**src/fbw_pkg.sv**
```systemverilog
// ----------------------------------------------------------------------------
// fbw_pkg: framebuffer window write port package
// Shared types, operation codes and reset constants for the window write port.
// ----------------------------------------------------------------------------
package fbw_pkg;

  localparam int FrameWidthDefault  = 160;
  localparam int FrameHeightDefault = 120;

  localparam int CoordW = 8;
  localparam int AddrW  = 15;
  localparam int DataW  = 8;
  localparam int OpW    = 2;

  typedef enum logic [OpW-1:0] {
    OP_PIXEL      = 2'd0,
    OP_SET_COL    = 2'd1,
    OP_SET_ROW    = 2'd2,
    OP_SET_EXTENT = 2'd3
  } op_t;

  // Reset values of the window registers.
  localparam logic [CoordW-1:0] LeftReset   = 8'd120;
  localparam logic [CoordW-1:0] TopReset    = 8'd160;
  localparam logic [CoordW-1:0] ExtentReset = 8'd0;

  typedef struct packed {
    logic [OpW-1:0]    op;
    logic [DataW-1:0]  value;
  } item_t;

  typedef struct packed {
    logic              write_valid;
    logic [AddrW-1:0]  write_address;
    logic [DataW-1:0]  write_data;
    logic              clear_frame;
  } result_t;

  typedef struct packed {
    logic [AddrW-1:0]  linear_pointer;
    logic [CoordW-1:0] cursor_x;
    logic [CoordW-1:0] cursor_y;
    logic [CoordW-1:0] window_left;
    logic [CoordW-1:0] window_top;
    logic [CoordW-1:0] window_extent;
  } state_t;

endpackage

```
**src/fbw_in_if.sv**
```systemverilog
// ----------------------------------------------------------------------------
// fbw_in_if: bus write channel
// Valid/ready channel that carries one host bus operation per transfer.
// ----------------------------------------------------------------------------
interface fbw_in_if;
  logic                      valid;
  logic                      ready;
  logic [fbw_pkg::OpW-1:0]   op;
  logic [fbw_pkg::DataW-1:0] value;

  modport source (output valid, output op, output value, input ready);
  modport sink   (input valid, input op, input value, output ready);
endinterface

```
**src/fbw_out_if.sv**
```systemverilog
// ----------------------------------------------------------------------------
// fbw_out_if: frame store command channel
// Valid/ready channel that carries one frame store command per transfer.
// ----------------------------------------------------------------------------
interface fbw_out_if;
  logic                      valid;
  logic                      ready;
  logic                      write_valid;
  logic [fbw_pkg::AddrW-1:0] write_address;
  logic [fbw_pkg::DataW-1:0] write_data;
  logic                      clear_frame;

  modport source (output valid, output write_valid, output write_address,
                  output write_data, output clear_frame, input ready);
  modport sink   (input valid, input write_valid, input write_address,
                  input write_data, input clear_frame, output ready);
endinterface

```
**src/framebuffer_window_write_port.sv**
```systemverilog
// ----------------------------------------------------------------------------
// framebuffer_window_write_port: host bus port into a byte framebuffer
// Turns bus operations into frame store write and clear commands.
// ----------------------------------------------------------------------------
// Flow: a transfer accepted into the input register passes through the step
// logic into the output register, from which its command transfers.
// Throughput: one transfer per cycle unless the output stalls; the input
// register, step logic and output register: two-stage pipeline, no iteration.
// Reset: synchronous, active low; it empties both stages and loads the window
// registers with their power-on values (origin column 120, row 160, extent 0).
module framebuffer_window_write_port #(
  parameter int FRAME_WIDTH  = fbw_pkg::FrameWidthDefault,
  parameter int FRAME_HEIGHT = fbw_pkg::FrameHeightDefault
) (
  input  logic clk,
  input  logic rst_n,
  fbw_in_if.sink    in_bus,
  fbw_out_if.source out_bus
);

  // Input stage: holds one bus operation until the step logic can use it.
  fbw_pkg::item_t   in_r;
  logic             in_valid_r;

  // Port state: linear pointer, cursor and window registers.
  fbw_pkg::state_t  st_r;
  fbw_pkg::state_t  st_nxt;

  // Output stage: one frame store command waiting for its transfer.
  fbw_pkg::result_t out_r;
  fbw_pkg::result_t res;
  logic             out_valid_r;

  logic             in_take;
  logic             advance;

  // The input stage moves forward whenever the output register is empty or
  // is emptied in the same cycle, so a stall downstream only holds what is
  // already in flight and transfers keep flowing back to back otherwise.
  assign advance       = in_valid_r && (!out_valid_r || out_bus.ready);
  assign in_bus.ready  = !in_valid_r || advance;
  assign in_take       = in_bus.valid && in_bus.ready;

  fbw_step #(
    .FRAME_WIDTH  (FRAME_WIDTH),
    .FRAME_HEIGHT (FRAME_HEIGHT)
  ) u_step (
    .st     (st_r),
    .item   (in_r),
    .st_nxt (st_nxt),
    .res    (res)
  );

  // Control state and the window registers take the reset.
  always_ff @(posedge clk) begin
    if (!rst_n) begin
      in_valid_r  <= 1'b0;
      out_valid_r <= 1'b0;
      st_r.linear_pointer <= '0;
      st_r.cursor_x       <= '0;
      st_r.cursor_y       <= '0;
      st_r.window_left    <= fbw_pkg::LeftReset;
      st_r.window_top     <= fbw_pkg::TopReset;
      st_r.window_extent  <= fbw_pkg::ExtentReset;
    end else begin
      if (in_bus.ready) begin
        in_valid_r <= in_bus.valid;
      end
      if (advance) begin
        out_valid_r <= 1'b1;
        st_r        <= st_nxt;
      end else if (out_bus.ready) begin
        out_valid_r <= 1'b0;
      end
    end
  end

  // Payload registers load without reset.
  always_ff @(posedge clk) begin
    if (in_take) begin
      in_r.op    <= in_bus.op;
      in_r.value <= in_bus.value;
    end
    if (advance) begin
      out_r <= res;
    end
  end

  assign out_bus.valid         = out_valid_r;
  assign out_bus.write_valid   = out_r.write_valid;
  assign out_bus.write_address = out_r.write_address;
  assign out_bus.write_data    = out_r.write_data;
  assign out_bus.clear_frame   = out_r.clear_frame;

endmodule

```
**src/fbw_step.sv**
```systemverilog
// ----------------------------------------------------------------------------
// fbw_step: one operation of the window write port
// Combinational next state and frame store command for one bus operation.
// ----------------------------------------------------------------------------
module fbw_step #(
  parameter int FRAME_WIDTH  = fbw_pkg::FrameWidthDefault,
  parameter int FRAME_HEIGHT = fbw_pkg::FrameHeightDefault
) (
  input  fbw_pkg::state_t  st,
  input  fbw_pkg::item_t   item,
  output fbw_pkg::state_t  st_nxt,
  output fbw_pkg::result_t res
);

  localparam int FrameSize = FRAME_WIDTH * FRAME_HEIGHT;
  localparam int CW = fbw_pkg::CoordW;

  logic [CW:0]              next_x;
  logic [CW:0]              lim_x;
  logic [CW:0]              lim_y;
  logic [CW-1:0]            row_step;
  logic [15:0]              lp_inc;
  logic [15:0]              cursor_addr;
  logic                     in_frame;
  logic [CW-1:0]            origin;
  logic [CW:0]              ext_right;
  logic [CW:0]              ext_bottom;

  always_comb begin
    next_x      = {1'b0, st.cursor_x} + (CW+1)'(1);
    lim_x       = {1'b0, st.window_left} + {1'b0, st.window_extent};
    lim_y       = {1'b0, st.window_top} + {1'b0, st.window_extent};
    lp_inc      = {1'b0, st.linear_pointer} + 16'd1;
    cursor_addr = {8'd0, st.cursor_y} * 16'(FRAME_WIDTH) + {8'd0, st.cursor_x};
    in_frame    = ({1'b0, st.cursor_x} < (CW+1)'(FRAME_WIDTH)) &&
                  ({1'b0, st.cursor_y} < (CW+1)'(FRAME_HEIGHT));
    ext_right   = {1'b0, st.window_left} + {1'b0, item.value};
    ext_bottom  = {1'b0, st.window_top} + {1'b0, item.value};
    row_step    = st.cursor_y;
    origin      = '0;

    st_nxt = st;
    res    = '0;

    case (fbw_pkg::op_t'(item.op))
      fbw_pkg::OP_PIXEL: begin
        if (st.window_extent == '0) begin
          res.write_valid   = 1'b1;
          res.write_address = st.linear_pointer;
          res.write_data    = item.value;
          st_nxt.linear_pointer = (lp_inc >= 16'(FrameSize)) ? '0
                                                              : lp_inc[fbw_pkg::AddrW-1:0];
        end else begin
          if (in_frame) begin
            res.write_valid   = 1'b1;
            res.write_address = cursor_addr[fbw_pkg::AddrW-1:0];
            res.write_data    = item.value;
          end
          if (next_x >= lim_x) begin
            st_nxt.cursor_x = st.window_left;
            row_step        = st.cursor_y + CW'(1);
          end else begin
            st_nxt.cursor_x = next_x[CW-1:0];
          end
          st_nxt.cursor_y = ({1'b0, row_step} >= lim_y) ? st.window_top : row_step;
        end
      end
      fbw_pkg::OP_SET_COL: begin
        origin = ({1'b0, item.value} >= (CW+1)'(FRAME_WIDTH)) ? '0 : item.value;
        st_nxt.window_left = origin;
        st_nxt.cursor_x    = origin;
        st_nxt.cursor_y    = st.window_top;
      end
      fbw_pkg::OP_SET_ROW: begin
        origin = ({1'b0, item.value} >= (CW+1)'(FRAME_HEIGHT)) ? '0 : item.value;
        st_nxt.window_top = origin;
        st_nxt.cursor_y   = origin;
        st_nxt.cursor_x   = st.window_left;
      end
      fbw_pkg::OP_SET_EXTENT: begin
        if (ext_right > (CW+1)'(FRAME_WIDTH) || ext_bottom > (CW+1)'(FRAME_HEIGHT) ||
            item.value == '0) begin
          st_nxt.window_extent  = '0;
          st_nxt.linear_pointer = '0;
          res.clear_frame       = 1'b1;
        end else begin
          st_nxt.window_extent = item.value;
        end
        st_nxt.cursor_x = st.window_left;
        st_nxt.cursor_y = st.window_top;
      end
      default: begin
        st_nxt = st;
      end
    endcase
  end

endmodule

```
**src/flat_wrapper.sv**
```systemverilog
// flat-port wrapper written by rule: the top's interface ports become plain ports
module framebuffer_window_write_port_flat 
#(
  parameter int FRAME_WIDTH  = fbw_pkg::FrameWidthDefault,
  parameter int FRAME_HEIGHT = fbw_pkg::FrameHeightDefault
)
  (clk, rst_n, in_bus_valid, in_bus_op, in_bus_value, in_bus_ready, out_bus_valid, out_bus_write_valid, out_bus_write_address, out_bus_write_data, out_bus_clear_frame, out_bus_ready);
  fbw_in_if in_bus_i ();
  fbw_out_if out_bus_i ();
  input  logic clk;
  input  logic rst_n;
  input wire logic [$bits(in_bus_i.valid)-1:0] in_bus_valid;
  input wire logic [$bits(in_bus_i.op)-1:0] in_bus_op;
  input wire logic [$bits(in_bus_i.value)-1:0] in_bus_value;
  output wire logic [$bits(in_bus_i.ready)-1:0] in_bus_ready;
  output wire logic [$bits(out_bus_i.valid)-1:0] out_bus_valid;
  output wire logic [$bits(out_bus_i.write_valid)-1:0] out_bus_write_valid;
  output wire logic [$bits(out_bus_i.write_address)-1:0] out_bus_write_address;
  output wire logic [$bits(out_bus_i.write_data)-1:0] out_bus_write_data;
  output wire logic [$bits(out_bus_i.clear_frame)-1:0] out_bus_clear_frame;
  input wire logic [$bits(out_bus_i.ready)-1:0] out_bus_ready;
  assign in_bus_i.valid = in_bus_valid;
  assign in_bus_i.op = in_bus_op;
  assign in_bus_i.value = in_bus_value;
  assign in_bus_ready = in_bus_i.ready;
  assign out_bus_valid = out_bus_i.valid;
  assign out_bus_write_valid = out_bus_i.write_valid;
  assign out_bus_write_address = out_bus_i.write_address;
  assign out_bus_write_data = out_bus_i.write_data;
  assign out_bus_clear_frame = out_bus_i.clear_frame;
  assign out_bus_i.ready = out_bus_ready;
  framebuffer_window_write_port #(.FRAME_WIDTH(FRAME_WIDTH), .FRAME_HEIGHT(FRAME_HEIGHT)) u_core (.clk(clk), .rst_n(rst_n), .in_bus(in_bus_i), .out_bus(out_bus_i));
endmodule
```
**config.mk**
```make
export PLATFORM = sky130hd
export DESIGN_NAME = framebuffer_window_write_port_flat
export DESIGN_NICKNAME = d
export VERILOG_FILES = /design/src/fbw_pkg.sv /design/src/fbw_in_if.sv /design/src/fbw_out_if.sv /design/src/framebuffer_window_write_port.sv /design/src/fbw_step.sv /design/src/flat_wrapper.sv
export SDC_FILE = /design/constraint.sdc
export NUM_CORES = 1
export LEC_CHECK = 0
export BUFFER_PORTS_ARGS = -buffer_cell sky130_fd_sc_hd__buf_2
export CORE_MARGIN = 5
export CORE_UTILIZATION = 25
export CTS_BUF_LIST = sky130_fd_sc_hd__clkbuf_16
export CTS_CLUSTER_SIZE = 16
export DETAILED_ROUTE_END_ITERATION = 8
export MAX_ROUTING_LAYER = met4
export PLACE_DENSITY = 0.41
export SLEW_MARGIN = 15
export SYNTH_ARGS = -nofsm -noshare
export SYNTH_HDL_FRONTEND = slang
export SYNTH_HIERARCHICAL = 1
export SYNTH_SLANG_ARGS = --single-unit
```
**constraint.sdc**
```tcl
create_clock -name clk -period 9 [get_ports clk]
set_clock_uncertainty 0.2 [all_clocks]
set_input_delay 0.45 -clock clk [delete_from_list [all_inputs] [get_ports clk]]
set_output_delay 0.45 -clock clk [all_outputs]
set_load 0.01 [all_outputs]
```
==> results of run 1 <==
[registers in the layout, summed over array words and instances (netlist names)]
signal	flops
u_core/out_bus.write_data	8
u_core/out_bus.write_valid	1
u_core/out_bus.write_address	15
u_core/in_valid_r	1
u_core/out_bus.clear_frame	1
u_core/st_r	55
u_core/out_bus.valid	1
u_core/in_r	10
[metal layers]
metal  routed length [µm]  vias to the layer above  track usage, %
met2                10200                      117            21.0
met5                    0                        -               -
met3                  918                       11            2.37
li1                     -                     3379               -
met4                  212                        0            2.51
met1                11500                     3078            18.6
[stage by stage]
step | cell area [µm²] | instances | worst slack [ps]
after floorplan | 7780 | 939 | 3760
after global placement | 8220 | 1333 | 3200
after detailed placement | 8220 | 1333 | 3060
after CTS | 8500 | 1349 | 3070
after global routing | 8500 | 1349 | 2590
final | 8500 | 1349 | 3070
[worst min path at each step]
stage | startpoint | end | slack [ps]
2_1_floorplan | u_core/st_r[46] | u_core/st_r[46] | 230
3_3_place_gp | u_core/st_r[33] | u_core/st_r[33] | 310
3_5_place_dp | u_core/st_r[33] | u_core/st_r[33] | 320
4_1_cts | in_bus_value[2] | u_core/in_r[2] | 50
5_1_grt | in_bus_value[4] | u_core/in_r[4] | 40
6_report | in_bus_value[2] | u_core/in_r[2] | 70
[logic make-up (layout without fill, tap and decap cells)]
logic type / after synthesis / count (layout) / synth area share [%]
XOR/XNOR: 45 / 45 / 5.07
flip-flops: 92 / 92 / 28.2
AO/OA/AOI/OAI: 222 / 222 / 18.7
multiplexers: 57 / 57 / 7.43
AND/OR/NAND/NOR: 340 / 340 / 20.8
buffers and inverters: 106 / 120 / 6.77
adder cells (fa/ha/maj): 77 / 77 / 13.0
[Yosys cell counts (all sizes together) (4+ instances only)]
cell    number  area, µm²
o22ai        6       37.5
buf         23        213
nand3       35        175
nand3b       6       45.0
inv         56        210
nor2b       10       70.1
clkbuf      27        104
dfxtp       57       1140
o211ai       5       37.5
edfxtp      35       1050
xor2        20        175
nor3        18       90.1
nor2        50        204
fa           6        120
a222oi       6       60.1
a211oi       8       60.1
o311ai       6       52.6
and3         7       43.8
ha          71        888
a21oi       51        267
xnor2       25        219
or2          5       31.3
a21o        11       82.6
o21a         7       52.6
o21ai       69        345
and2        12       75.1
mux2i       54        541
nand4        8       65.1
nor4         7       65.1
a22oi       12       90.1
o31ai        4       30.0
nand2b       9       56.3
nand2      162        608
a31oi        4       25.0
[cells in the final DEF (no fill, tap or decap), types with 4 or more instances in the layout]
master	instances
clkbuf_16	9
fa_1	6
o21ai_0	65
nand3b_1	6
a222oi_1	6
o21a_1	7
a21oi_1	50
ha_1	71
nand2_1	162
edfxtp_1	35
or2_2	5
xnor2_1	25
o21ai_1	4
buf_2	39
a22oi_1	12
nor3_1	18
a31oi_1	4
nand3_1	35
and3_1	7
buf_4	9
inv_1	59
a21o_1	11
a211oi_1	8
o311ai_1	4
o31ai_1	4
dfxtp_1	57
and2_1	12
nor2b_1	9
xor2_1	20
nor4_1	5
o22ai_1	6
mux2i_1	54
nand4_1	7
nand2b_1	9
nor2_1	49
o211ai_1	5
[area by class of cell]
type | instances | area [µm²] | share of cell area [%]
repair buffers | 48 | 263 | 3.09
clock buffers | 9 | 225 | 2.65
flip-flops and latches | 92 | 2190 | 25.8
inverters | 56 | 210 | 2.47
clock inverters | 7 | 52.6 | 0.618
multi-input cells | 741 | 5060 | 59.5
well taps | 396 | 495 | 5.83
[power by group through the flow]
stage | Clock (W) | Combinational [W] | Sequential [W]
finish | 0.000372 | 0.000161 | 0.000467
global route | 0.000405 | 0.000181 | 0.000469
global placement | 0 | 0.000162 | 0.000477
CTS | 0.000387 | 0.000162 | 0.000468
detailed placement | 0 | 0.000161 | 0.000477
floorplan | 0 | 0.000122 | 0.000468
==> impl_metrics.toml, run 1 <==
[outcome]
status = "finished clean"

[floorplanning]
core_area_mm2 = 0.0307
start_util_pct = 25.4
dieWidth_um = 186
dieArea_mm2 = 0.0347
ios = 41
num_rows = 64
die_h_um = 186

[power_and_ir_drop]
switchingPower_w = 0.000285
sw_frac_of_total_pct = 28.5
p_per_area_mw_per_mm2 = 118
seq_power_share_pct = 46.7
power.total_w = 0.00100
pwr-share-comb_pct = 16.1
cell_internal_pwr_w = 0.000715
peakVddDrop_v = 0.0000814
leakage_nw = 3.32
clkPwrFrac_pct = 37.2

[clocking]
root_buffer = "clkbuf_16"
cts.clk_slew.worst_paths_ps = 70
cts_max_level = 3
cts_resized = 0
cts.sinks = 92
numCtsBuffers = 9
post_cts_buffers = 0
cts_hold_buf = 0
clk_path_buf_depth = 2
tritoncts = "yes"
insertion_delay_ps = 360

[worst_setup_path]
cp.required_ps = 9020
r2r_slack_ps = 3070
path_class = "flop to flop"
worstPathArrival_ps = 5950
cp_num_cells = 24
crit_family = "compound AO/OA/AOI/OAI gates"
critPathCapture = "u_core/st_r[31]"
endpoint_kind = "flop"
reg2reg_depth = 24
cp.buffers_inverters = 2
crit_fanout = 14
critPathSlowestCell = "nor2_1"
crit_top_cell = "o21ai_0"
r2r_end = "u_core/st_r[31]"
start_kind = "flop"
max_stage_delay_ps = 680
worstSetupStartpoint = "u_core/st_r[0]"
reg2reg_from = "u_core/st_r[0]"
path_cells = "ha_1 -> inv_1 -> fa_1 -> inv_1 -> a21oi_1 -> o21ai_0 -> a21o_1 -> a21o_1 -> xnor2_1 -> ha_1 -> o2111ai_1 -> o31a_1 -> nor2_1 -> nand4_1 -> xnor2_1 -> ha_1 -> a2111oi_0 -> o21ai_0 -> o211ai_1 -> o21ai_0 -> a22oi_1 -> o21ai_0 -> nand2_1 -> mux2i_1"

[global_routing]
grt_pass1_wl_mm = 37.2
antenna_found_initial = 0
track_usage_pct = 13.5
grt_pass1_vias = 6516
grt_max_degree = 79
overflow = 0

[sta]
finalCritPeriodShare_pct = 65.9
slew_headroom_pct = 33.0
rsz0062_at_grt = "false"
hold_viol = 0
slew_violations = 0
setup_viol = 0
min_period_ps = 5930
tns_ps = 0
fmax_mhz = 169
worst_pin_slew_ps = 1000
holdWs_ps = 66.8

[synthesis]
synthArstFlopShare_pct = 0
syn_area_per_cell_um2 = 8.28
yosysSeqAreaShare_pct = 28.2
yosysWarnings = 6
synth_area_mm2 = 0.00778
synth_cell_types = 74
synth_edf_count = 35
ys_ff_latch = 92
syn_inst = 939
ys.flop_type = "dfxtp_1"
synth_fp_nets = 1030

[detailed_routing]
drc = 0
postRouteAntennaNets = 0
wl_mm = 22.8
vias = 6585
drtPass1Iterations = 5
via_per_inst = 4.88
first_iter_violations = 423
post_drt_wl_per_cell_um = 16.9

[layout]
fill_cells = 3332
postLayoutCoreUtil_pct = 27.7
area_growth_syn_to_layout_pct = 9.25
nets = 1039
diodes = 0
layout-drive-gt1-share_pct = 8.29

[hold_path]
hp-class = "input pin to flop"
worstHoldPathCells = 1

[run]
max_cap_viol_count = 0

[placed_design]
globalplace.congestion = 0.840
hpwl_mm = 16.7
port-buffer-count = 40
Power figures use the tool's default switching activity.
==> run 2, diff against run 1 <==
--- a/config.mk
+++ b/config.mk
@@ -12,7 +12,7 @@
 export CTS_CLUSTER_SIZE = 16
 export DETAILED_ROUTE_END_ITERATION = 8
 export MAX_ROUTING_LAYER = met4
-export PLACE_DENSITY = 0.41
+export PLACE_DENSITY = 0.43
 export SLEW_MARGIN = 15
 export SYNTH_ARGS = -nofsm -noshare
 export SYNTH_HDL_FRONTEND = slang
==> constraint.sdc (replaced) <==
create_clock -name clk -period 5.03 [get_ports clk]
set_clock_uncertainty 0.2 [all_clocks]
set_input_delay 0.2515 -clock clk [delete_from_list [all_inputs] [get_ports clk]]
set_output_delay 0.2515 -clock clk [all_outputs]
set_load 0.01 [all_outputs]
==> impl_metrics.toml, run 2 (synthesized netlist as in run 1, its figures left out) <==
[outcome]
status = "finished clean"

[clocking]
numCtsBuffers = 9
cts.sinks = 92
cts.clk_slew.worst_paths_ps = 70
tritoncts = "yes"
cts_max_level = 3
root_buffer = "clkbuf_16"
clk_path_buf_depth = 2
insertion_delay_ps = 370

[layout]
final_common_cell = "nand2_1"
largest-register = "u_core/st_r"
area_growth_syn_to_layout_pct = 16.6
largest_reg_flops = 55
diodes = 0
nets = 1092
most-common-layout-cells = "161 x nand2_1, 69 x ha_1, 56 x o21ai_0"
fill_cells = 3316
fin_area_mm2 = 0.00907
layout-drive-gt1-share_pct = 15.3

[sta]
slew_headroom_pct = 28.3
slew_violations = 0
finalCritPeriodShare_pct = 95.6
min_period_ps = 4810
setup_viol = 0
rsz0062_at_grt = "true"
hold_viol = 0
worst_pin_slew_ps = 1080
fmax_mhz = 208

[placed_design]
globalplace.congestion = 0.837
dpl_cell_area_mm2 = 0.00849
port-buffer-count = 40
hpwl_mm = 16.6

[power_and_ir_drop]
power.total_w = 0.00181
leakage_nw = 3.61
p_per_area_mw_per_mm2 = 200
peakVddDrop_v = 0.000160

[worst_setup_path]
endpoint_kind = "flop"
start_kind = "flop"
crit_top_cell = "a21o_1"
max_stage_delay_ps = 350
worstPathArrival_ps = 4850
path_class = "flop to flop"
critPathSlowestCell = "dfxtp_2"
worstSetupStartpoint = "u_core/st_r[16]"
crit_fanout = 5
cp.required_ps = 5070
reg2reg_from = "u_core/st_r[16]"

[run]
max_cap_viol_count = 0

[global_routing]
grt_max_degree = 107
grt_pass1_vias = 6458
grt_pass1_wl_mm = 36.9
track_usage_pct = 13.3
antenna_found_initial = 0
overflow = 0

[floorplanning]
start_util_pct = 25.4
die_h_um = 186
ios = 41
num_rows = 64
dieArea_mm2 = 0.0347
dieWidth_um = 186
core_area_mm2 = 0.0307

[detailed_routing]
postRouteAntennaNets = 0
wl_mm = 23.2
vias = 6859
post_drt_wl_per_cell_um = 16.6
drtPass1Iterations = 7
via_per_inst = 4.89
drc = 0
first_iter_violations = 418

[hold_path]
hp-class = "input pin to flop"
hold_start = "out_bus_ready"
-- run 2: worst max-delay path, delay by kind of cell (launching register included) --
| family | cells | cell delay [ps] |
|---|---|---|
| muxes | 1 | 80 |
| adders and majority gates | 4 | 1020 |
| AOI/OAI and AO/OA | 13 | 2090 |
| DFF | 1 | 350 |
| and+or+nand+nor | 3 | 310 |
| xor gates and xnor gates | 2 | 240 |
| buffers and inverters | 4 | 370 |
-- run 2: final timing paths --
| check | cells after the start | to | slack, ps |
|---|---|---|---|
| worst min register to register | 2 | u_core/st_r[35] | 330 |
| worst max-delay path | 27 | u_core/st_r[26] | 220 |
| worst max register to register | 27 | u_core/st_r[26] | 220 |
| worst min-delay path | 3 | u_core/out_bus.valid | 110 |
-- run 2: per-stage QoR --
stage               utilization [%]  TNS, ps  hold slack, ps  instances  setup slack (ps)
CTS                            28.9        0             107       1396              21.0
global placement               27.7        0             229       1368              86.2
detailed placement             27.7    -37.5             230       1368             -20.4
global route                   29.6     -218             126       1402             -67.5
finish                         29.6        0             112       1402               221
floorplan                         -        0             150        939              25.4
-- run 2: layout make-up --
| type | instances | area (µm²) | area share (%) |
|---|---|---|---|
| sequential | 92 | 2200 | 24.2 |
| multi-input combinational | 741 | 5200 | 57.4 |
| tap | 396 | 495 | 5.46 |
| clock inverter | 7 | 42.5 | 0.469 |
| timing repair buffer | 101 | 696 | 7.67 |
| inverter | 56 | 210 | 2.32 |
| clock buffer | 9 | 225 | 2.48 |
-- run 2: what timing repair did --
item                                    4_1_cts  5_1_grt
gates resized for setup                       3       42
endpoints found under the setup margin        6        8
pin swaps                                     0       29
buffers inserted                              1        6
hold buffers                                 11        0
hold endpoints to repair                     11        0
gates cloned                                  0        0
-- run 2: power breakdown --
| group | internal [W] | switching, W | leakage [nW] | total (W) |
|---|---|---|---|---|
| sequential | 0.000797 | 0.0000308 | 0.801 | 0.000827 |
| clock | 0.000334 | 0.000325 | 0.137 | 0.000659 |
| combinational | 0.000128 | 0.000197 | 2.67 | 0.000324 |
-- run 2: per-layer routing --
layer / part of all wire [%] / up-vias / GRT usage [%]
met5: 0 / - / -
met4: 0.68 / 0 / 2.37
met3: 4.0 / 13 / 2.26
met2: 44 / 118 / 19.9
met1: 52 / 3233 / 19.3
li1: - / 3495 / -
